==> src/rtl/bdlp_pkg.sv <==
`timescale 1ns / 1ps
// ----------------------------------------------------------------------------
// bdlp_pkg
// Shared types and constants for the button debounce, long press and
// auto-repeat block.
// ----------------------------------------------------------------------------
package bdlp_pkg;

  localparam int unsigned CNT_W = 8;
  localparam int unsigned BTN_N = 4;

  localparam logic [CNT_W-1:0] CAP_EXTRA    = 8'd5;
  localparam logic [CNT_W-1:0] DECAY_FLOOR  = 8'd3;
  localparam logic [CNT_W-1:0] PRESS_LEVEL  = 8'd2;
  localparam logic [CNT_W-1:0] RELOAD_COUNT = 8'd5;
  localparam logic [CNT_W-1:0] REARM_LONG   = 8'd5;
  localparam logic [CNT_W-1:0] REARM_SHORT  = 8'd2;

  localparam logic [CNT_W-1:0] LONG_TICKS_RST   = 8'd200;
  localparam logic [CNT_W-1:0] REPEAT_TICKS_RST = 8'd50;

  localparam logic REG_LONG_PRESS_TICKS = 1'b0;
  localparam logic REG_REPEAT_TICKS     = 1'b1;

  typedef struct packed {
    logic [CNT_W-1:0] cnt;
    logic             short_done;
    logic             long_done;
    logic             rep_mode;
  } press_state_t;

endpackage

==> src/rtl/bdlp_step.sv <==
`timescale 1ns / 1ps
// ----------------------------------------------------------------------------
// bdlp_step
// One sampling tick: count update, press and threshold events, rearm.
// ----------------------------------------------------------------------------
module bdlp_step
  import bdlp_pkg::*;
(
  input  press_state_t     st,
  input  logic [BTN_N-1:0] held,
  input  logic [CNT_W-1:0] long_ticks,
  input  logic [CNT_W-1:0] repeat_ticks,
  output press_state_t     st_nxt,
  output logic [BTN_N-1:0] events
);

  logic [CNT_W-1:0] thr;
  logic [CNT_W:0]   cap_sum;
  logic [CNT_W-1:0] cap;
  logic             any_held;
  logic [CNT_W-1:0] cnt1;
  logic [CNT_W-1:0] cnt2;
  logic             short_fire;
  logic             long_fire;

  assign thr      = st.rep_mode ? repeat_ticks : long_ticks;
  assign cap_sum  = {1'b0, thr} + {1'b0, CAP_EXTRA};
  assign cap      = cap_sum[CNT_W] ? {CNT_W{1'b1}} : cap_sum[CNT_W-1:0];
  assign any_held = |held;

  always_comb begin
    priority if (any_held && (st.cnt < cap)) begin
      cnt1 = st.cnt + 8'd1;
    end else if (st.cnt > DECAY_FLOOR) begin
      cnt1 = DECAY_FLOOR;
    end else if (st.cnt != '0) begin
      cnt1 = st.cnt - 8'd1;
    end else begin
      cnt1 = st.cnt;
    end
  end

  assign short_fire = (cnt1 > PRESS_LEVEL) && !st.short_done && any_held;
  assign long_fire  = (cnt1 > thr) && !st.long_done;
  assign cnt2       = long_fire ? RELOAD_COUNT : cnt1;
  assign events     = (short_fire || long_fire) ? held : '0;

  always_comb begin
    st_nxt.cnt        = cnt2;
    st_nxt.short_done = (st.short_done | short_fire) & ~(cnt2 < REARM_SHORT);
    st_nxt.rep_mode   = (st.rep_mode | long_fire) & ~(cnt2 < REARM_SHORT);
    st_nxt.long_done  = (st.long_done | long_fire) & ~(cnt2 < REARM_LONG);
  end

endmodule

==> src/rtl/button_debounce_long_press_repeat_top.sv <==
`timescale 1ns / 1ps
// ----------------------------------------------------------------------------
// button_debounce_long_press_repeat_top
// Four-button debouncer with shared press counter, long press and repeat.
// ----------------------------------------------------------------------------
// Channel  Direction  Handshake          Payload
// in_      request in valid / ready      left/right/up/down_pressed
// out_     result out valid / ready      left/right/up/down_event, repeat_active
// cfg_     write in   cfg_we             cfg_index, cfg_data
//
// One request per clock while in_ready is high; its result is registered and shown the next cycle.
// in_ready is low only while a result is held and out_ready is low.
// Reset (synchronous, rst_n low) clears the count and flags and restores the
// default thresholds.
// ----------------------------------------------------------------------------
module button_debounce_long_press_repeat_top
  import bdlp_pkg::*;
(
  input  logic             clk,
  input  logic             rst_n,
  input  logic             in_valid,
  output logic             in_ready,
  input  logic             in_left_pressed,
  input  logic             in_right_pressed,
  input  logic             in_up_pressed,
  input  logic             in_down_pressed,
  output logic             out_valid,
  input  logic             out_ready,
  output logic             out_left_event,
  output logic             out_right_event,
  output logic             out_up_event,
  output logic             out_down_event,
  output logic             out_repeat_active,
  input  logic             cfg_we,
  input  logic             cfg_index,
  input  logic [CNT_W-1:0] cfg_data
);

  press_state_t     st_r;
  press_state_t     st_nxt;
  logic [CNT_W-1:0] long_ticks_r;
  logic [CNT_W-1:0] repeat_ticks_r;
  logic [BTN_N-1:0] held;
  logic [BTN_N-1:0] events;
  logic [BTN_N-1:0] events_r;
  logic             rep_r;
  logic             out_valid_r;
  logic             in_fire;

  assign held     = {in_down_pressed, in_up_pressed, in_right_pressed, in_left_pressed};
  assign in_ready = !out_valid_r || out_ready;
  assign in_fire  = in_valid && in_ready;

  bdlp_step u_step (
    .st           (st_r),
    .held         (held),
    .long_ticks   (long_ticks_r),
    .repeat_ticks (repeat_ticks_r),
    .st_nxt       (st_nxt),
    .events       (events)
  );

  always_ff @(posedge clk) begin
    if (!rst_n) begin
      long_ticks_r   <= LONG_TICKS_RST;
      repeat_ticks_r <= REPEAT_TICKS_RST;
    end else if (cfg_we) begin
      unique case (cfg_index)
        REG_LONG_PRESS_TICKS: long_ticks_r   <= cfg_data;
        REG_REPEAT_TICKS:     repeat_ticks_r <= cfg_data;
        default:              long_ticks_r   <= long_ticks_r;
      endcase
    end
  end

  always_ff @(posedge clk) begin
    if (!rst_n) begin
      st_r        <= '0;
      out_valid_r <= 1'b0;
    end else begin
      if (in_fire) begin
        st_r <= st_nxt;
      end
      if (in_fire) begin
        out_valid_r <= 1'b1;
      end else if (out_ready) begin
        out_valid_r <= 1'b0;
      end
    end
  end

  always_ff @(posedge clk) begin
    if (in_fire) begin
      events_r <= events;
      rep_r    <= st_nxt.rep_mode;
    end
  end

  assign out_valid         = out_valid_r;
  assign out_left_event    = events_r[0];
  assign out_right_event   = events_r[1];
  assign out_up_event      = events_r[2];
  assign out_down_event    = events_r[3];
  assign out_repeat_active = rep_r;

  a_short_rearm: assert property (@(posedge clk) disable iff (!rst_n)
    (st_r.cnt < REARM_SHORT) |-> (!st_r.short_done && !st_r.rep_mode))
    else $error("short flag or repeat mode set at low count");

  a_long_rearm: assert property (@(posedge clk) disable iff (!rst_n)
    (st_r.cnt < REARM_LONG) |-> !st_r.long_done)
    else $error("long flag set below rearm level");

  a_no_event_idle: assert property (@(posedge clk) disable iff (!rst_n)
    (in_fire && (held == '0)) |=> (events_r == '0))
    else $error("event raised with no button held");

  a_repeat_matches: assert property (@(posedge clk) disable iff (!rst_n)
    in_fire |=> (rep_r == st_r.rep_mode))
    else $error("repeat_active disagrees with state");

endmodule
==> config.mk <==
export PLATFORM = sky130hd
export DESIGN_NAME = button_debounce_long_press_repeat_top
export DESIGN_NICKNAME = d
export VERILOG_FILES = /design/src/rtl/bdlp_pkg.sv /design/src/rtl/bdlp_step.sv /design/src/rtl/button_debounce_long_press_repeat_top.sv
export SDC_FILE = /design/constraint.sdc
export NUM_CORES = 1
export LEC_CHECK = 0
export ABC_AREA = 1
export BUFFER_PORTS_ARGS = -buffer_cell sky130_fd_sc_hd__buf_2
export CORE_MARGIN = 2
export CORE_UTILIZATION = 43
export CTS_CLUSTER_SIZE = 20
export DETAILED_ROUTE_END_ITERATION = 10
export SLEW_MARGIN = 10
export SYNTH_ARGS = -nofsm -noshare
export SYNTH_HDL_FRONTEND = slang
export SYNTH_SLANG_ARGS = --single-unit
==> constraint.sdc <==
create_clock -name clk -period 4.25 [get_ports clk]
set_input_delay 0.2125 -clock clk [delete_from_list [all_inputs] [get_ports clk]]
set_output_delay 0.2125 -clock clk [all_outputs]
set_load 0.01 [all_outputs]
Word level (Yosys, flattened, before mapping)
Index checks and enable logic that the tools add are counted.
{"block": "word_totals", "reg_bits": 33, "output_inout_bits": 7, "wordCells": 50}
{"block": "op_classes", "add_sub_neg": 3, "order_cmp": 6, "muxes": 8, "bitwise_logic": 9, "n_reduce_logical": 15}
{"cell": "2-to-1 mux 8 bit", "count": 6}
{"cell": "greater-than comparator 8 x 2 -> 1 bit (second input constant)", "count": 2}
{"cell": "adder 8 x 3 -> 9 bit (second input constant)", "count": 1}
{"cell": "adder 8 x 1 -> 8 bit (second input constant)", "count": 1}
{"cell": "greater-than comparator 8 bit", "count": 1}
{"cell": "less-than comparator 8 x 2 -> 1 bit (second input constant)", "count": 1}
{"cell": "less-than comparator 8 x 3 -> 1 bit (second input constant)", "count": 1}
{"cell": "less-than comparator 8 bit", "count": 1}
{"cell": "nonzero test 8 bit", "count": 1}
{"cell": "subtractor 8 x 1 -> 8 bit (second input constant)", "count": 1}
{"cell": "logical AND 1 bit", "count": 5}
{"cell": "AND reduction 2 bit", "count": 2}
{"cell": "OR reduction 4 bit", "count": 1}
{"cell": "bitwise AND 1 bit", "count": 3}
{"cell": "zero test 1 bit", "count": 3}
{"cell": "inverter 1 bit", "count": 3}
{"cell": "bitwise OR 1 bit", "count": 3}
{"cell": "logical OR 1 bit", "count": 2}
{"cell": "2-to-1 mux 1 bit", "count": 2}
{"cell": "nonzero test 2 bit", "count": 1}

Depth between registers and ports, before layout
Gate-level depths: netlist of the first run.
{"block": "logic_depth", "ltp_word": 12, "ltp_mapped": 37, "mapped_depth_nobuf": 36}

Cells and area by module
A second synthesis of the first run with hierarchy kept.
{"block": "hier_totals", "cells_unflattened": 364, "hier_area_um2": 2514.9}
{"module": "button_debounce_long_press_repeat_top", "instances": 1, "cells_per_inst": 153, "area_each_um2": 1278.7, "seq_area_each_um2": 710.7}
{"module": "bdlp_step", "instances": 1, "cells_per_inst": 211, "area_each_um2": 1236.2, "seq_area_each_um2": 0.0}

Least setup slack after synthesis of the first run
No wires, ideal clock.
{"block": "synth_timing", "path_type": "reg-to-reg", "startpoint": "register st_r[0] in the netlist's numbering", "endpoint": "register rep_r, in the netlist out_repeat_active, data pin", "setup_ns": 0.267, "t_arrival_ns": 4.118, "t_required_ns": 3.983, "setup_slack_ns": -0.134, "path_stages_with_launch": 31, "path_buffers": 1, "synth_period_minus_slack_ns": 4.384, "cell_sequence": "dfxtp_1 > buf_6 > inv_8 > or2_2 > o21ai_0 > inv_1 > ha_1 > inv_1 > nand3_1 > nand2_2 > inv_2 > nand2_4 > inv_1 > nor3_1 > ha_1 > a211oi_1 > nand2_1 > a21oi_4 > nand2_4 > nand2_4 > nand2_1 > ha_1 > nand2_1 > nor2_1 > nand3_1 > o21ai_0 > nor2_1 > inv_1 > nand3_1 > nor3_2 > a22oi_1"}
{"item": "start: declaration", "line_no": "button_debounce_long_press_repeat_top.sv:39", "text": "press_state_t st_r;"}
{"item": "start signal: assignment", "line_no": "button_debounce_long_press_repeat_top.sv:82", "text": "st_r <= st_nxt;"}
{"item": "end signal: assignment", "line_no": "button_debounce_long_press_repeat_top.sv:95", "text": "rep_r <= st_nxt.rep_mode;"}
{"item": "end: declaration", "line_no": "button_debounce_long_press_repeat_top.sv:46", "text": "logic rep_r;"}

Final worst setup path of the first run
{"block": "layout_timing", "startpoint": "register st_r[0] in the netlist's numbering", "endpoint": "register st_r[2] in the netlist's numbering"}
{"block": "layout_via", "elab_chain_cells": 12, "word_cells_on_any_way": 16, "classes_between": "add/sub: 1; order compare: 4; mux: 4; bitwise: 3; reduce/logical: 4"}
{"item": "2-to-1 mux 8 bit *", "line_no": "bdlp_step.sv:26", "text": "assign thr = st.rep_mode ? repeat_ticks : long_ticks;"}
{"item": "adder 8 x 3 -> 9 bit", "line_no": "bdlp_step.sv:27", "text": "assign cap_sum = {1'b0, thr} + {1'b0, CAP_EXTRA};"}
{"item": "2-to-1 mux 8 bit", "line_no": "bdlp_step.sv:28", "text": "assign cap = cap_sum[CNT_W] ? {CNT_W{1'b1}} : cap_sum[CNT_W-1:0];"}
{"item": "less-than comparator 8 bit", "line_no": "bdlp_step.sv:32", "text": "priority if (any_held && (st.cnt < cap)) begin"}
{"item": "logical AND 1 bit", "line_no": "bdlp_step.sv:32"}
{"item": "2-to-1 mux 8 bit", "line_no": "bdlp_step.sv:32"}
{"item": "greater-than comparator 8 bit", "line_no": "bdlp_step.sv:44", "text": "assign long_fire = (cnt1 > thr) && !st.long_done;"}
{"item": "logical AND 1 bit", "line_no": "bdlp_step.sv:44"}
{"item": "2-to-1 mux 8 bit", "line_no": "bdlp_step.sv:45", "text": "assign cnt2 = long_fire ? RELOAD_COUNT : cnt1;"}
{"item": "less-than comparator 8 x 2 -> 1 bit", "line_no": "bdlp_step.sv:50", "text": "st_nxt.short_done = (st.short_done | short_fire) & ~(cnt2 < REARM_SHORT);"}
{"item": "inverter 1 bit", "line_no": "bdlp_step.sv:50"}
{"item": "bitwise AND 1 bit *", "line_no": "bdlp_step.sv:50"}
Every way passes the cells marked *; elsewhere a longest branch is shown, timed or not.
A chain may end at the register's enable or synchronous reset.

==> results of run 1 <==
## area by class of cell
class	count	share of cell area
clock buffers	6	0.02304
clock inverters	2	0.003178
inverters	41	0.05284
multi-input cells	246	0.5447
flip-flops and latches	33	0.2269
well taps	70	0.02781
repair buffers	57	0.1216
## power by group through the flow
stage          Clock [mW]  Combinational [mW]  Sequential, mW
6_report            0.231               0.282           0.358
2_1_floorplan           0               0.160           0.363
3_3_place_gp            0               0.230           0.364
5_1_grt             0.254               0.317           0.361
3_5_place_dp            0               0.233           0.364
4_1_cts             0.238               0.238           0.357
## sequential cells by signal, summed over array words and instances, names as in the netlist
| name | cells |
|---|---|
| events_r | 4 |
| long_ticks_r | 8 |
| out_repeat_active | 1 |
| out_valid | 1 |
| repeat_ticks_r | 8 |
| st_r | 11 |
## worst register-to-register path: cells and delay by family (launching register included)
kind	cells	cell delay, ps
buffers and inverters	8	770
adders and majority gates	3	790
and+or+nand+nor	19	1890
DFF	1	370
AOI/OAI and AO/OA	4	330
## cell families after synthesis
family,Yosys count,synth area share
DFF,33,0.3013
xor gates and xnor gates,7,0.02600
buffers and inverters,44,0.07639
and+or+nand+nor,171,0.3692
adders and majority gates,19,0.1008
AOI/OAI and AO/OA,49,0.1263
## stage by stage
| stage | util | total power [mW] |
|---|---|---|
| after global placement | 0.5281 | 0.5944 |
| after floorplan | - | 0.5234 |
| after CTS | 0.5500 | 0.8322 |
| after detailed placement | 0.5281 | 0.5972 |
| final | 0.6050 | 0.8712 |
| after global routing | 0.6050 | 0.9325 |
## worst paths after layout
kind	start	end	cells past startpoint	slack [ps]
max	st_r[0]$_SDFFE_PN0P_	st_r[2]$_SDFFE_PN0P_	34	3
min reg2reg	long_ticks_r[7]$_SDFFE_PN1P_	long_ticks_r[7]$_SDFFE_PN1P_	2	470
min	cfg_data[4]	repeat_ticks_r[4]$_SDFFE_PN1P_	3	140
max reg2reg	st_r[0]$_SDFFE_PN0P_	st_r[2]$_SDFFE_PN0P_	34	3
## cell usage in the layout, fill, tap and decap left out, drive strengths merged, types with 2 or more instances in the layout
cell	n
nand3	24
a31oi	2
nor2	37
or2	2
nor3	5
o221ai	2
a21boi	4
nand4	2
ha	19
nand3b	3
xor2	6
a21oi	19
clkinv	3
buf	57
dfxtp	28
nor4	3
edfxtp	5
inv	40
nand2	95
clkbuf	6
o21ai	18
## metal layers
layer  global-route usage  wire, um
met1               0.2518      2704
met2               0.3267      2814
met3              0.03563       206
met4              0.06667       102
met5                    0         0
## timing repair
action / 4_1_cts / 5_1_grt
setup endpoints to repair: 16 / 16
pin swaps: 7 / 31
endpoints found under the hold margin: 0 / 0
cloned: 0 / 0
buffers inserted: 2 / 7
gates resized for setup: 7 / 48
==> run_results.csv, run 1 <==
group,metric,value,unit
yosys,ys_warn_count,0,
global_route,grt_use_total,0.1947,
floorplan,initial_core_util,0.4531,
hold_path,hold_class,"in -> reg",
flow_run,maxCapViolations,0,
drt,dr.first_iter.drc_count,79,
drt,vias,2267,
clock_tree,clock_latency,290,ps
yosys,yosysTopAreaCell,"dfxtp_1",
layout,multi_input_area,1715,um^2
floorplan,fp-row-count,26,
critical_path,critPathTopFamily,"simple AND/OR/NAND/NOR gates",
critical_path,slowest_delay,370,ps
drt,drt_wl_total,5828,um
floorplan,core,5205,um^2
clock_tree,hold_buffers,0,
clock_tree,clk_pin_slew,70,ps
place,numPortBuffers,24,
critical_path,critPathLaunchType,"flip-flop",
place,routabilityCongestion,0.8789,
timing,rsz0062_at_grt,"yes",
power,switching_share,0.3436,
power,p_clk_frac,0.266,
yosys,avgSynthCellArea,7.302,um^2
clock_tree,cts_buffers,5,
yosys,netlist_area,2359,um^2
drt,ant_nets,0,
timing,fmax,0.2355,GHz
clock_tree,clock_sinks,33,
place,placed_cell_area,2749,um^2
yosys,yosysSeqAreaShare,0.3013,
yosys,ys_seq_elements,33,
global_route,grt_pass1_wl,9611,um
power,internal_power,0.5719,mW
layout,final_net_count,421,
outcome,status,"finished, final reports clean",
critical_path,cpMaxStageDelayCell,"dfxtp_4",
clock_tree,cts_root_buf,"clkbuf_8",
yosys,synthTopCellsByArea,"dfxtp_1 24%, nand2_1 11%, ha_1 10%",
layout,drive_gt1_frac,0.3818,
yosys,synth_top_area_share,0.2377,
timing,hold_violations,0,
timing,hold_ws,135.7,ps
place,dp_cells,438,
place,hpwlAfterDp,4276,um
global_route,first_global_vias,2149,
layout,final_area,3149,um^2
layout,seq_area,714.4,um^2
yosys,ys_types,38,
timing,fin_crit_sh,0.9993,
timing,final-setup-viol-count,0,
place,dp_slack,-199.7,ps
drt,drc,0,
global_route,grt_antenna_before_repair,0,
power,switching_power,0.2993,mW
clock_tree,clock_path_buffers,2,
critical_path,path_buf_inv,8,
critical_path,crit_fanout,9,
global_route,grt_max_degree,23,
yosys,async_reset_ff_frac,0,
timing,finalCriticalPeriod,4247,ps
clock_tree,h-tree-depth,2,
floorplan,die_h,78.06,um
yosys,synth_most_common_cell,"nand2_1",
clock_tree,cts_tree,"yes",
yosys,synth_ff_type,"dfxtp_1",
layout,finalNonFillerCells,455,
timing,relSlewSlack,0.5418,
power,power_density,276.6,nW/um^2
layout,area_growth,33.53,%
drt,via_per_inst,4.982,
yosys,yosys-top-cells-count,"69 x nand2_1, 37 x inv_1, 35 x nor2_1",
yosys,syn_inst,323,
yosys,synth_edf_count,5,
floorplan,die_x,78.06,um
power,leakagePower,1.598,nW
timing,tightestPinTransition,681.0,ps
layout,antenna_cells,0,
critical_path,crit_type,"reg -> reg",
drt,firstDrtPassIters,4,
yosys,synth_nets,360,
timing,setup_slack,2.889,ps
critical_path,crit_arrival,4430,ps
drt,wl_per_cell,12.81,um
timing,worst_clock_skew,6.147,ps
layout,fill_cells,454,
timing,tns,0,ps
critical_path,end_kind,"flip-flop",
timing,maxSlewViolCount,0,
critical_path,critPathRequiredTime,4430,ps
floorplan,io_pins,25,
power,peakVddDrop,0.1989,mV
power,combPwrFrac,0.324,
global_route,grt_overflow,0,
floorplan,dieArea,6093,um^2
power,seq_power_share,0.411,
Power figures use the tool's default switching activity.
==> run 2, diff against run 1 <==
Settings changed: PLACE_DENSITY set to 0.71.
==> run_results.csv, run 2 (same netlist as run 1, synthesis figures left out) <==
group,metric,value,unit
layout,final_common_cell,"nand2_1",
power,switching_power,0.2981,mW
critical_path,crit_fanout,7,
global_route,grt_overflow,0,
clock_tree,clock_latency,290,ps
timing,fin_crit_sh,0.9787,
critical_path,crit_arrival,4350,ps
layout,drive_gt1_frac,0.3820,
floorplan,core,5205,um^2
layout,finalNonFillerCells,447,
global_route,grt_max_degree,23,
timing,tns,0,ps
power,leakagePower,1.594,nW
power,peakVddDrop,0.2328,mV
layout,largest_reg_flops,11,
drt,firstDrtPassIters,4,
floorplan,die_x,78.06,um
timing,rsz0062_at_grt,"yes",
drt,drc,0,
power,total_power,0.9291,mW
clock_tree,h-tree-depth,2,
critical_path,slowest_delay,380,ps
layout,reg_top3,"st_r x11, long_ticks_r x8, repeat_ticks_r x8",
global_route,first_global_vias,2063,
clock_tree,clk_pin_slew,70,ps
timing,hold_violations,0,
layout,antenna_cells,0,
drt,via_per_inst,5.047,
timing,worst_clock_skew,8.043,ps
clock_tree,cts_root_buf,"clkbuf_8",
critical_path,critPathLaunchType,"flip-flop",
critical_path,r2r_start,"st_r[0]$_SDFFE_PN0P_",
clock_tree,clock_sinks,33,
clock_tree,clock_path_buffers,2,
place,numPortBuffers,24,
timing,tightestPinTransition,683.7,ps
timing,relSlewSlack,0.5400,
power,switching_share,0.3209,
power,combPwrFrac,0.303,
critical_path,crit_type,"reg -> reg",
floorplan,initial_core_util,0.4531,
global_route,grt_use_total,0.1888,
power,p_clk_frac,0.312,
floorplan,io_pins,25,
drt,wl_per_cell,13.22,um
critical_path,cpMaxStageDelayCell,"dfxtp_4",
hold_path,hold_class,"in -> reg",
critical_path,ff2ff_setup_slack,90,ps
timing,maxSlewViolCount,0,
critical_path,startpoint,"st_r[0]$_SDFFE_PN0P_",
critical_path,rr_endpoint,"st_r[0]$_SDFFE_PN0P_",
floorplan,die_h,78.06,um
layout,mostFrequentLayoutCells,"57 x nand2_1, 32 x nor2_1, 29 x inv_1",
critical_path,cpMostUsedCell,"nand2_4",
timing,final-setup-viol-count,0,
critical_path,critPathCapture,"st_r[0]$_SDFFE_PN0P_",
place,routabilityCongestion,0.8715,
power,power_density,294.9,nW/um^2
clock_tree,cts_buffers,5,
layout,regMostFlops,"st_r",
global_route,grt_antenna_before_repair,0,
place,hpwlAfterDp,4233,um
critical_path,critPathRequiredTime,4440,ps
timing,finalCriticalPeriod,4160,ps
drt,vias,2256,
critical_path,end_kind,"flip-flop",
layout,area_growth,33.58,%
drt,dr.first_iter.drc_count,103,
drt,drt_wl_total,5908,um
flow_run,maxCapViolations,0,
critical_path,r2r_cells,32,
floorplan,fp-row-count,26,
power,internal_power,0.6309,mW
timing,fmax,0.2404,GHz
floorplan,dieArea,6093,um^2
layout,final_net_count,413,
place,dp_cells,429,
clock_tree,cts_tree,"yes",
outcome,status,"finished, final reports clean",
drt,ant_nets,0,
power,seq_power_share,0.385,
layout,fill_cells,477,
global_route,grt_pass1_wl,9266,um
[run 2: cell count changes in the layout (fill, tap and decap cells not counted), sizes merged]
cell / before / now
bufinv: 0 / 1
buf: 57 / 49
clkinv: 3 / 2
[run 2: worst min-delay path by stage]
stage,start,end,slack (ps),cells after the start
2_1_floorplan,cfg_data[1],repeat_ticks_r[1]$_SDFFE_PN1P_,330,2
3_3_place_gp,cfg_data[4],repeat_ticks_r[4]$_SDFFE_PN1P_,430,3
3_5_place_dp,cfg_data[4],repeat_ticks_r[4]$_SDFFE_PN1P_,440,3
4_1_cts,cfg_data[4],repeat_ticks_r[4]$_SDFFE_PN1P_,130,3
5_1_grt,cfg_data[4],repeat_ticks_r[4]$_SDFFE_PN1P_,140,3
6_report,cfg_data[6],long_ticks_r[6]$_SDFFE_PN1P_,140,3
[run 2: critical path: cells and delay by family (launching register included)]
| kind | cells | cell delay, ps |
|---|---|---|
| DFF | 1 | 380 |
| adders and majority gates | 3 | 650 |
| and+or+nand+nor | 15 | 1700 |
| buffers and inverters | 6 | 350 |
| AOI/OAI and AO/OA | 8 | 960 |
[run 2: through the flow]
stage               utilization  instance area, um^2  hold WS [ps]  setup slack, ps
floorplan                     -                 2380         325.7            30.88
detailed placement       0.5151                 2681         441.2           -177.0
CTS                      0.5440                 2831         134.6            1.397
global placement         0.5151                 2681         428.7           -59.91
global route             0.6053                 3151         140.1           -211.6
finish                   0.6053                 3151         139.9            90.44
[run 2: area by class of cell]
cell class,instances,area (um^2),area share
Tap cell,70,87.58,0.02780
Timing Repair Buffer,49,322.8,0.1025
Multi-Input combinational cell,246,1754,0.5568
Clock inverter,2,35.03,0.01112
Inverter,41,163.9,0.05203
Sequential cell,33,714.4,0.2268
Clock buffer,6,72.57,0.02303
[run 2: metal layers]
layer  track usage  wire length (um)  up-vias  part of all wire
met5             0                 0        -                 0
met4       0.06316                69        0             0.012
met3       0.03448               278       11             0.047
met2        0.3121              2925       55              0.50
met1        0.2486              2635     1027              0.45
li1              -                 -     1163                 -
[run 2: timing repair]
item | CTS | global route
endpoints found under the setup margin | 14 | 16
pin swaps | 9 | 34
hold buffers | 0 | 0
gates resized for setup | 11 | 53
setup buffers | 1 | 9
[run 2: power by group through the flow]
stage / Combinational [mW] / Clock (mW) / Sequential (mW)
final: 0.282 / 0.290 / 0.358
after global routing: 0.314 / 0.311 / 0.361
after detailed placement: 0.227 / 0 / 0.365
after CTS: 0.232 / 0.298 / 0.357
after global placement: 0.221 / 0 / 0.364
after floorplan: 0.160 / 0 / 0.363
